--- src/rtl/core/skt_pkg.sv ---
// ----------------------------------------------------------------------------
// Sorted key table package
// Shared widths, operation and status codes, the stored record layout and the
// command and status groups between the controller and the datapath.
// ----------------------------------------------------------------------------
package skt_pkg;

	localparam int DEF_CAPACITY = 128;

	localparam int OP_W    = 2;
	localparam int KEY_W   = 32;
	localparam int AGE_W   = 7;
	localparam int GRADE_W = 4;
	localparam int IDX_W   = 7;
	localparam int ST_W    = 2;
	localparam int CNT_W   = 8;

	localparam logic [OP_W-1:0] OP_INSERT = 2'd0;
	localparam logic [OP_W-1:0] OP_REMOVE = 2'd1;
	localparam logic [OP_W-1:0] OP_READ   = 2'd2;

	localparam logic [ST_W-1:0] ST_OK        = 2'd0;
	localparam logic [ST_W-1:0] ST_FULL      = 2'd1;
	localparam logic [ST_W-1:0] ST_NOT_FOUND = 2'd2;
	localparam logic [ST_W-1:0] ST_RANGE     = 2'd3;

	typedef struct packed {
		logic signed [KEY_W-1:0] key;
		logic [AGE_W-1:0]        age;
		logic [GRADE_W-1:0]      grade;
	} rec_t;

	localparam int REC_W = $bits(rec_t);

	typedef enum logic [2:0] {
		RD_NONE,
		RD_FILL_M1,
		RD_PTR_M2,
		RD_ZERO,
		RD_PTR_P1,
		RD_PTR_P2,
		RD_IDX
	} rd_sel_t;

	typedef struct packed {
		logic            accept;
		logic            ld_ptr_fill;
		logic            ld_ptr_zero;
		logic            ptr_inc;
		logic            ptr_dec;
		rd_sel_t         rd_sel;
		logic            wr_rdata;
		logic            wr_new;
		logic            fill_inc;
		logic            fill_dec;
		logic            set_st;
		logic [ST_W-1:0] st;
		logic            cap_rd;
		logic            load_out;
	} cmd_t;

	typedef struct packed {
		logic [OP_W-1:0] op;
		logic            full;
		logic            empty;
		logic            idx_ok;
		logic            key_gt;
		logic            key_eq;
		logic            ptr_is_one;
		logic            p1_lt_fill;
		logic            p2_lt_fill;
		logic            out_free;
	} stat_t;

endpackage

--- src/rtl/core/skt_ctrl.sv ---
// ----------------------------------------------------------------------------
// Sorted key table controller
// Sequences insert, remove and read operations over the datapath.
// ----------------------------------------------------------------------------
module skt_ctrl (
	input  logic          clk,
	input  logic          arst_n,
	input  logic          in_valid,
	output logic          in_ready,
	input  skt_pkg::stat_t stat,
	output skt_pkg::cmd_t  cmd
);

	typedef enum logic [7:0] {
		S_IDLE     = 8'b0000_0001,
		S_DISP     = 8'b0000_0010,
		S_INS_CMP  = 8'b0000_0100,
		S_INS_PUT  = 8'b0000_1000,
		S_RM_SRCH  = 8'b0001_0000,
		S_RM_SHIFT = 8'b0010_0000,
		S_RD_WAIT  = 8'b0100_0000,
		S_FIN      = 8'b1000_0000
	} state_t;

	state_t state_q, state_d;

	assign in_ready = (state_q == S_IDLE);

	always_comb begin
		state_d = state_q;
		cmd     = '0;
		cmd.rd_sel = skt_pkg::RD_NONE;
		unique case (state_q)
			S_IDLE: begin
				if (in_valid) begin
					cmd.accept = 1'b1;
					state_d    = S_DISP;
				end
			end
			S_DISP: begin
				if (stat.op == skt_pkg::OP_INSERT) begin
					if (stat.full) begin
						cmd.set_st = 1'b1;
						cmd.st     = skt_pkg::ST_FULL;
						state_d    = S_FIN;
					end else if (stat.empty) begin
						cmd.ld_ptr_fill = 1'b1;
						state_d         = S_INS_PUT;
					end else begin
						cmd.ld_ptr_fill = 1'b1;
						cmd.rd_sel      = skt_pkg::RD_FILL_M1;
						state_d         = S_INS_CMP;
					end
				end else if (stat.op == skt_pkg::OP_REMOVE) begin
					if (stat.empty) begin
						cmd.set_st = 1'b1;
						cmd.st     = skt_pkg::ST_NOT_FOUND;
						state_d    = S_FIN;
					end else begin
						cmd.ld_ptr_zero = 1'b1;
						cmd.rd_sel      = skt_pkg::RD_ZERO;
						state_d         = S_RM_SRCH;
					end
				end else if (stat.op == skt_pkg::OP_READ) begin
					if (stat.idx_ok) begin
						cmd.rd_sel = skt_pkg::RD_IDX;
						state_d    = S_RD_WAIT;
					end else begin
						cmd.set_st = 1'b1;
						cmd.st     = skt_pkg::ST_RANGE;
						state_d    = S_FIN;
					end
				end else begin
					state_d = S_FIN;
				end
			end
			S_INS_CMP: begin
				if (stat.key_gt) begin
					cmd.wr_rdata = 1'b1;
					cmd.ptr_dec  = 1'b1;
					if (stat.ptr_is_one) begin
						state_d = S_INS_PUT;
					end else begin
						cmd.rd_sel = skt_pkg::RD_PTR_M2;
					end
				end else begin
					cmd.wr_new   = 1'b1;
					cmd.fill_inc = 1'b1;
					state_d      = S_FIN;
				end
			end
			S_INS_PUT: begin
				cmd.wr_new   = 1'b1;
				cmd.fill_inc = 1'b1;
				state_d      = S_FIN;
			end
			S_RM_SRCH: begin
				if (stat.key_eq) begin
					if (stat.p1_lt_fill) begin
						cmd.rd_sel = skt_pkg::RD_PTR_P1;
						state_d    = S_RM_SHIFT;
					end else begin
						cmd.fill_dec = 1'b1;
						state_d      = S_FIN;
					end
				end else if (stat.p1_lt_fill) begin
					cmd.rd_sel  = skt_pkg::RD_PTR_P1;
					cmd.ptr_inc = 1'b1;
				end else begin
					cmd.set_st = 1'b1;
					cmd.st     = skt_pkg::ST_NOT_FOUND;
					state_d    = S_FIN;
				end
			end
			S_RM_SHIFT: begin
				cmd.wr_rdata = 1'b1;
				cmd.ptr_inc  = 1'b1;
				if (stat.p2_lt_fill) begin
					cmd.rd_sel = skt_pkg::RD_PTR_P2;
				end else begin
					cmd.fill_dec = 1'b1;
					state_d      = S_FIN;
				end
			end
			S_RD_WAIT: begin
				cmd.cap_rd = 1'b1;
				state_d    = S_FIN;
			end
			S_FIN: begin
				if (stat.out_free) begin
					cmd.load_out = 1'b1;
					state_d      = S_IDLE;
				end
			end
			default: begin
				state_d = S_IDLE;
			end
		endcase
	end

	always_ff @(posedge clk or negedge arst_n) begin
		if (!arst_n) begin
			state_q <= S_IDLE;
		end else begin
			state_q <= state_d;
		end
	end

endmodule

--- config.mk ---
export PLATFORM = sky130hd
export DESIGN_NAME = skt_ctrl
export DESIGN_NICKNAME = d
export VERILOG_FILES = /design/src/rtl/core/skt_pkg.sv /design/src/rtl/core/skt_ctrl.sv
export SDC_FILE = /design/constraint.sdc
export NUM_CORES = 1
export LEC_CHECK = 0
export ABC_CLOCK_PERIOD_IN_PS = 2190
export BUFFER_PORTS_ARGS = -buffer_cell sky130_fd_sc_hd__buf_2
export CELL_PAD_IN_SITES_DETAIL_PLACEMENT = 0
export CELL_PAD_IN_SITES_GLOBAL_PLACEMENT = 1
export CORE_UTILIZATION = 32
export DETAILED_ROUTE_END_ITERATION = 16
export PLACE_DENSITY = 0.74
export SKIP_CTS_REPAIR_TIMING = 1
export SLEW_MARGIN = 20
export SYNTH_ARGS = -nofsm -noshare
export SYNTH_HDL_FRONTEND = slang
export SYNTH_SLANG_ARGS = --single-unit
--- constraint.sdc ---
create_clock -name clk -period 2.19 [get_ports clk]
set_input_delay 0.219 -clock clk [delete_from_list [all_inputs] [get_ports clk]]
set_output_delay 0.219 -clock clk [all_outputs]
set_load 0.03 [all_outputs]
==> results of run 1 <==
==> power by group <==
group	internal, µW	switching (µW)	total, µW
clock	69.4	45.2	115
sequential	180	36.9	217
combinational	160	239	399
==> stage by stage <==
step                        util  power (µW)
final                     0.5346       730.7
after global routing      0.5346       773.6
after CTS                 0.4897       681.8
after detailed placement  0.4769       562.0
after global placement    0.4769       556.2
after floorplan                -       448.5
==> area by class of cell <==
type	instances	share of cell area
Sequential cell	8	0.1827
Timing Repair Buffer	42	0.2474
Clock buffer	4	0.02384
Tap cell	27	0.03065
Inverter	5	0.01703
Multi-Input combinational cell	75	0.4983
==> worst min-delay path by stage <==
stage	startpoint	endpoint	depth (start not counted)	slack (ns)
floorplan	arst_n	state_q[1]	0	-0.08
global placement	arst_n	state_q[2]	1	0.06
global route	in_valid	state_q[1]	2	0.22
CTS	arst_n	state_q[1]	1	-0.21
finish	in_valid	state_q[1]	2	0.22
detailed placement	arst_n	state_q[1]	1	0.06
==> cells by family (layout without fill, tap and decap cells) <==
group | count (synthesis) | after routing | synth area share
buffers and inverters | 7 | 51 | 0.04096
flip-flops | 8 | 8 | 0.2748
AND/OR/NAND/NOR | 57 | 57 | 0.5307
AO/OA/AOI/OAI | 18 | 18 | 0.1536
==> cell usage after synthesis (2+ instances only) <==
cell type	n
nand2_1	13
dfrtp_1	7
nor2_1	7
o21ai_0	7
inv_1	5
and2_1	4
nand2b_1	4
nor4_1	4
a21oi_1	3
and4b_1	3
nor2b_1	3
nor3_1	3
a31oi_1	2
nor4_2	2
nor4_4	2
or4_1	2
==> layer usage <==
metal | vias to the layer above | share of wire | track usage
li1 | 423 | - | -
met1 | 397 | 0.40 | 0.1958
met2 | 24 | 0.56 | 0.3131
met3 | 3 | 0.030 | 0.01235
met4 | 0 | 0.0095 | 0.08095
met5 | - | 0 | 0
==> results.toml, run 1 <==
[finish]
area_growth_pct = 50.34
final_nets = 149
drive_gt1_frac = 0.4478
final_common_cell = "buf_2"
largestRegisters = "state_q x8"
fin_area_um2 = 1102
seqCellArea_um2 = 201.4
layout_common_cells = "buf_2 (24), nand2_1 (13), buf_4 (13)"
insertedDiodeCount = 0
regMostFlops = "state_q"
final.fill_count = 209
largest_register_ffs = 8
stdcell_count = 161
multi_input_area_um2 = 549.3

[timing]
finalSetupViolations = 3
setup_slack_ns = -0.07599
hold_violations = 0
rsz0062_at_grt = "true"
hold_ws_ns = 0.2192
worst_pin_slew_ns = 0.3772
fin_worst_skew_ns = 0.006258
min_period_ns = 2.266
maxSlewHeadroom = 0.7466
max_freq_ghz = 0.4413
maxSlewViolCount = 0
fin_crit_sh = 1.035
final.setup.tns_ns = -0.1226

[yosys]
synthArstFlopShare = 1.000
syn-cell-area_um2 = 733.2
synth.area.top_cells = "dfrtp_1 (24%), nand2_1 (6.7%), nor4_4 (5.8%), o21ai_0 (4.8%), and4b_1 (4.1%)"
synth_nets = 104
synth_cell_types = 35
synth_ff_type = "dfrtp_1"
synth_top_cell_by_area = "dfrtp_1"
yosysWarnings = 0
synth_enable_flop_cells = 0
synth_top_area_frac = 0.2389
netlist_instances = 90
yosysSeqAreaShare = 0.2747
syn_avg_cell_area_um2 = 8.147
ys_seq_elements = 8

[die]
num_rows = 16
io_pins = 32
start_util = 0.3556
coreArea_um2 = 2062
die_w_um = 49.87
dieArea_um2 = 2487
die_h_um = 49.87

[cts]
clk_pin_slew_ns = 0.05
cts-root-buf = "clkbuf_4"
clk_latency_ns = 0.25
cts_tree = "built"
cts_buffer_depth = 2
cts_max_level = 1
cts-buffers-inserted = 3
clock_sinks = 8

[global_route]
grt_usage = 0.1701
grt_pass1_wl_mm = 3.284
grt_pass1_vias = 787
antenna_found_initial = 0
grt_max_degree = 11
global_route.overflow_total = 0

[drt]
antenna_left = 0
totalWireLength_mm = 2.215
via_per_inst = 5.261
num_vias = 847
post-route-drc-count = 0
drt_pass1_iterations = 4
wl_per_cell_um = 13.76
drtIter0Drc = 9

[setup_path]
worst-path-buf-inv = 1
start_kind = "flip-flop"
timing.rr.start = "state_q[2]"
cp-endpoint = "cmd[5]"
r2r-end = "state_q[7]"
crit_arrival_ns = 2.05
crit_slowest_cell = "or4_4"
crit_start = "state_q[6]"
r2r_setup_slack_ns = 0.16
required_ns = 1.97
worst_r2r_path_depth = 6
crit_path_frequent_cell = "or4_4"
crit_fanout = 4
slowest_delay_ns = 0.59
crit_cells = 4
critical_path_class = "flip-flop to primary output"
crit_chain = "or4_4 > or4_4 > o22ai_2 > buf_6"
end_kind = "primary output"
path_delay_family = "simple AND/OR/NAND/NOR gates"

[placed_design]
placement.io_buffers = 31
dpl.cell_count = 154
dpl.hpwl_mm = 1.593
place_congestion = 0.8297
dpl_cell_area_um2 = 983.4
dp_slack_ns = 0.1078

[status]
outcome = "finished with violations"
violations = "negative setup slack"

[power]
power_density_nw_per_um2 = 662.9
irDropWorstVdd_uv = 345.2
cellLeakagePower_uw = 0.0005687

[flow_run]
cap_violations = 0

[worst_hold_path]
hold_class = "primary input to flip-flop"
No activity file was read; power rests on OpenSTA's default activity.
==> inputs of run 2 (changes only) <==
Settings changed: SKIP_CTS_REPAIR_TIMING 1 to not set.
==> run 2 against run 1 <==
The run still ends with negative setup slack left. Critical endpoint unchanged. Hold slack worse by 0.00084 ns. Combinational power up 4%. Maximum frequency is essentially flat. Clock skew up 0.0012 ns. Die area unchanged.
==> results.toml, run 2 (synthesis gave the netlist of run 1 again) <==
[status]
outcome = "finished with violations"
violations = "negative setup slack"

[drt]
num_vias = 861
via_per_inst = 5.282
drtIter0Drc = 7
antenna_left = 0
wl_per_cell_um = 13.50
totalWireLength_mm = 2.201
post-route-drc-count = 0
drt_pass1_iterations = 4

[power]
comb_power_share = 0.556
p_sw_frac = 0.4326
p_clk_frac = 0.153
p_int_uw = 422.7
cellLeakagePower_uw = 0.0005805
power_density_nw_per_um2 = 652.1
irDropWorstVdd_uv = 344.7
p_sw_uw = 322.2
pwr-share-seq = 0.290

[cts]
cts-buffers-inserted = 3
cts_tree = "built"
cts_max_level = 1
clk_latency_ns = 0.25
clk_pin_slew_ns = 0.05
cts-root-buf = "clkbuf_4"
cts_buffer_depth = 2
clock_sinks = 8

[placed_design]
placement.io_buffers = 31
dpl.cell_count = 154
place_congestion = 0.8297
dpl.hpwl_mm = 1.593

[global_route]
grt_pass1_wl_mm = 3.429
grt_usage = 0.1785
grt_max_degree = 11
global_route.overflow_total = 0
grt_pass1_vias = 821
antenna_found_initial = 0

[timing]
finalSetupViolations = 1
maxSlewHeadroom = 0.7403
min_period_ns = 2.265
rsz0062_at_grt = "true"
worst_pin_slew_ns = 0.3867
maxSlewViolCount = 0
hold_violations = 0
setup_slack_ns = -0.07501
final.setup.tns_ns = -0.07501
hold_ws_ns = 0.2184
fin_worst_skew_ns = 0.007469
fin_crit_sh = 1.034
max_freq_ghz = 0.4415

[setup_path]
crit_fanout = 4
crit_path_frequent_cell = "or4_4"
crit_arrival_ns = 2.05
end_kind = "primary output"
start_kind = "flip-flop"
required_ns = 1.97
timing.rr.start = "state_q[2]"
r2r-end = "state_q[7]"
crit_start = "state_q[6]"
worst_r2r_path_depth = 6
crit_slowest_cell = "or4_4"
r2r_setup_slack_ns = 0.27
critical_path_class = "flip-flop to primary output"
cp-endpoint = "cmd[5]"
slowest_delay_ns = 0.59
crit_chain = "or4_4 > or4_4 > o22ai_2 > buf_6"

[die]
start_util = 0.3556
num_rows = 16
dieArea_um2 = 2487
coreArea_um2 = 2062
die_h_um = 49.87
die_w_um = 49.87
io_pins = 32

[worst_hold_path]
hold_class = "primary input to flip-flop"
hold_start = "in_valid"

[finish]
regMostFlops = "state_q"
largest_register_ffs = 8
final_nets = 151
stdcell_count = 163
largestRegisters = "state_q x8"
area_growth_pct = 55.80
insertedDiodeCount = 0
drive_gt1_frac = 0.4706
final_common_cell = "buf_2"
layout_common_cells = "buf_2 (21), buf_4 (16), nand2_1 (13)"
final_util = 0.5540

[flow_run]
cap_violations = 0
[run 2: cell count changes in the layout (fill, tap and decap cells not counted), sizes merged]
cell / delta
clkbuf: +2
[run 2: final cells by class]
type | count | area (µm²)
Clock buffer | 4 | 26.28
Fill cell | 209 | 919.6
Inverter | 5 | 18.77
Multi-Input combinational cell | 75 | 566.8
Sequential cell | 8 | 201.4
Tap cell | 27 | 33.78
Timing Repair Buffer | 44 | 295.3
[run 2: metal layers]
layer,share of wire,up-vias,wire length (µm),track usage
li1,-,427,-,-
met1,0.37,395,817,0.1996
met2,0.55,31,1207,0.3266
met3,0.047,8,104,0.01543
met4,0.033,0,73,0.1000
met5,0,-,0,0
[run 2: critical path, delay by kind of cell (launching register included)]
kind,cells,cell delay [ns]
AO/OA/AOI/OAI,1,0.16
AND/OR/NAND/NOR,2,1.12
buffers and inverters,1,0.15
flip-flops,1,0.37
[run 2: stage by stage]
step / cell area (µm²) / total power (µW) / worst slack [ns]
2_1_floorplan: 745.7 / 448.5 / -0.005738
3_3_place_gp: 983.4 / 556.2 / 0.1294
3_5_place_dp: 983.4 / 562.0 / 0.1078
4_1_cts: 1046 / 701.2 / -0.06340
5_1_grt: 1142 / 789.3 / -0.1218
6_report: 1142 / 744.9 / -0.07501
[run 2: power by group through the flow]
| stage | logic (µW) | registers, µW | clock network (µW) |
|---|---|---|---|
| finish | 414 | 216 | 114 |
| global route | 444 | 217 | 128 |
| CTS | 373 | 208 | 120 |
| detailed placement | 352 | 210 | 0 |
| global placement | 349 | 207 | 0 |
| floorplan | 236 | 212 | 0 |
[run 2: worst min path at each step]
stage	to	slack [ns]	cells past startpoint
final	state_q[1]	0.22	2
after global routing	state_q[1]	0.22	2
after CTS	state_q[1]	0.22	2
after detailed placement	state_q[1]	0.06	1
after global placement	state_q[2]	0.06	1
after floorplan	state_q[1]	-0.08	0
[run 2: what timing repair did]
action,4_1_cts,5_1_grt
endpoints found under the setup margin,7,14
resized for setup,7,19
hold endpoints to repair,7,0
pin swaps,1,4
hold buffers,1,0
buffers inserted,1,3
gates cloned,0,0
==> inputs of run 3 (changes only) <==
Settings changed: SETUP_SLACK_MARGIN set to 0.02.
==> run 3 against run 2 <==
The flow still finishes with violations (negative setup slack). Non-clock buffer count unchanged. Core utilization is 0.30 points higher. Hold slack about the same. Register-to-register slack better by 0.02 ns. Clock power about the same. Worst setup slack better by 0.0086 ns. Design area up 0.55%. Clock skew is essentially flat. Die area unchanged. Critical path depth is the same. Total power shrank 0.12%. Maximum frequency rose by 0.38%. Largest cell class unchanged.
==> results.toml, run 3 (synthesis gave the netlist of run 1 again) <==
[power]
cellLeakagePower_uw = 0.0005811
p_clk_frac = 0.154
p_int_uw = 424.5
pwr-share-seq = 0.290
p_sw_frac = 0.4295
irDropWorstVdd_uv = 344.7
power_density_nw_per_um2 = 647.8
p_sw_uw = 319.5
comb_power_share = 0.556

[timing]
fin_crit_sh = 1.030
finalSetupViolations = 1
rsz0062_at_grt = "true"
maxSlewHeadroom = 0.7648
maxSlewViolCount = 0
max_freq_ghz = 0.4432
hold_violations = 0
worst_pin_slew_ns = 0.3502
fin_worst_skew_ns = 0.007236
min_period_ns = 2.256
final.setup.tns_ns = -0.06641
setup_slack_ns = -0.06641

[finish]
regMostFlops = "state_q"
largestRegisters = "state_q x8"
layout_common_cells = "buf_2 (20), buf_4 (16), nand2_1 (13)"
drive_gt1_frac = 0.4706
final_common_cell = "buf_2"
insertedDiodeCount = 0
area_growth_pct = 56.66
largest_register_ffs = 8
final_util = 0.5570
fin_area_um2 = 1149
final_nets = 151
multi_input_area_um2 = 566.8
final.fill_count = 205
seqCellArea_um2 = 201.4

[die]
start_util = 0.3556
dieArea_um2 = 2487
coreArea_um2 = 2062
die_h_um = 49.87
die_w_um = 49.87
io_pins = 32
num_rows = 16

[global_route]
global_route.overflow_total = 0
grt_pass1_wl_mm = 3.387
antenna_found_initial = 0
grt_usage = 0.1766
grt_pass1_vias = 811
grt_max_degree = 11

[flow_run]
cap_violations = 0

[drt]
wl_per_cell_um = 12.86
drt_pass1_iterations = 4
post-route-drc-count = 0
via_per_inst = 5.129
num_vias = 836
antenna_left = 0
drtIter0Drc = 8
totalWireLength_mm = 2.096

[status]
outcome = "finished with violations"
violations = "negative setup slack"

[setup_path]
crit_arrival_ns = 2.04
required_ns = 1.97
worst_r2r_path_depth = 6
end_kind = "primary output"
crit_fanout = 4
start_kind = "flip-flop"
critical_path_class = "flip-flop to primary output"

[cts]
cts_max_level = 1
cts_tree = "built"
clock_sinks = 8
clk_pin_slew_ns = 0.05
clk_latency_ns = 0.25
cts-root-buf = "clkbuf_4"
cts-buffers-inserted = 3
cts_buffer_depth = 2

[placed_design]
place_congestion = 0.8297
placement.io_buffers = 31
dpl.hpwl_mm = 1.593
dpl_cell_area_um2 = 983.4

[worst_hold_path]
hold_class = "primary input to flip-flop"
hold_depth = 2
-- run 3: path summary, 6_finish.rpt --
kind                       startpoint    endpoint  slack (ns)
max                        state_q[6]      cmd[5]       -0.07
min                          in_valid  state_q[1]        0.22
max reg2reg                state_q[2]  state_q[7]        0.29
min reg2reg                state_q[6]  state_q[4]        0.80
max in group asynchronous      arst_n  state_q[0]        1.61
min in group asynchronous      arst_n  state_q[2]        0.34
-- run 3: routing by layer --
metal	routed length, µm	share of wire	up-vias	track usage
met5	0	0	-	0
met4	70	0.033	0	0.1000
met3	91	0.043	7	0.01543
met2	1092	0.52	27	0.3221
met1	841	0.40	374	0.1977
li1	-	-	428	-
-- run 3: power by group through the flow --
stage	logic, µW	registers [µW]	clock network [µW]
CTS	375	208	120
floorplan	236	212	0
global route	445	217	128
detailed placement	352	210	0
global placement	349	207	0
finish	414	216	114
-- run 3: cell type report --
cell class                      count  area share
Clock buffer                        4     0.02288
Inverter                            5     0.01634
Multi-Input combinational cell     75      0.4935
Sequential cell                     8      0.1754
Tap cell                           27     0.02941
Timing Repair Buffer               44      0.2625
-- run 3: critical path: stages, from the launching register on --
cell,delay (ns)
dfrtp_1,0.37
or4_4,0.58
or4_4,0.53
o22ai_2,0.16
buf_6,0.15
-- run 3: what timing repair did --
action                     4_1_cts  5_1_grt
resized for setup               11       16
buffers inserted                 1        3
pin swaps                        1        5
hold endpoints to repair         7        0
setup endpoints to repair       10       15
hold buffers                     1        0
-- run 3: metrics by stage --
stage,power [µW],worst slack (ns),hold WS (ns),instances
3_5_place_dp,562.0,0.1078,0.06161,154
6_report,744.0,-0.06641,0.2186,163
5_1_grt,789.8,-0.1182,0.2178,163
3_3_place_gp,556.2,0.1294,0.05996,154
4_1_cts,702.8,-0.06340,0.2182,160
2_1_floorplan,448.5,-0.005738,-0.07659,90
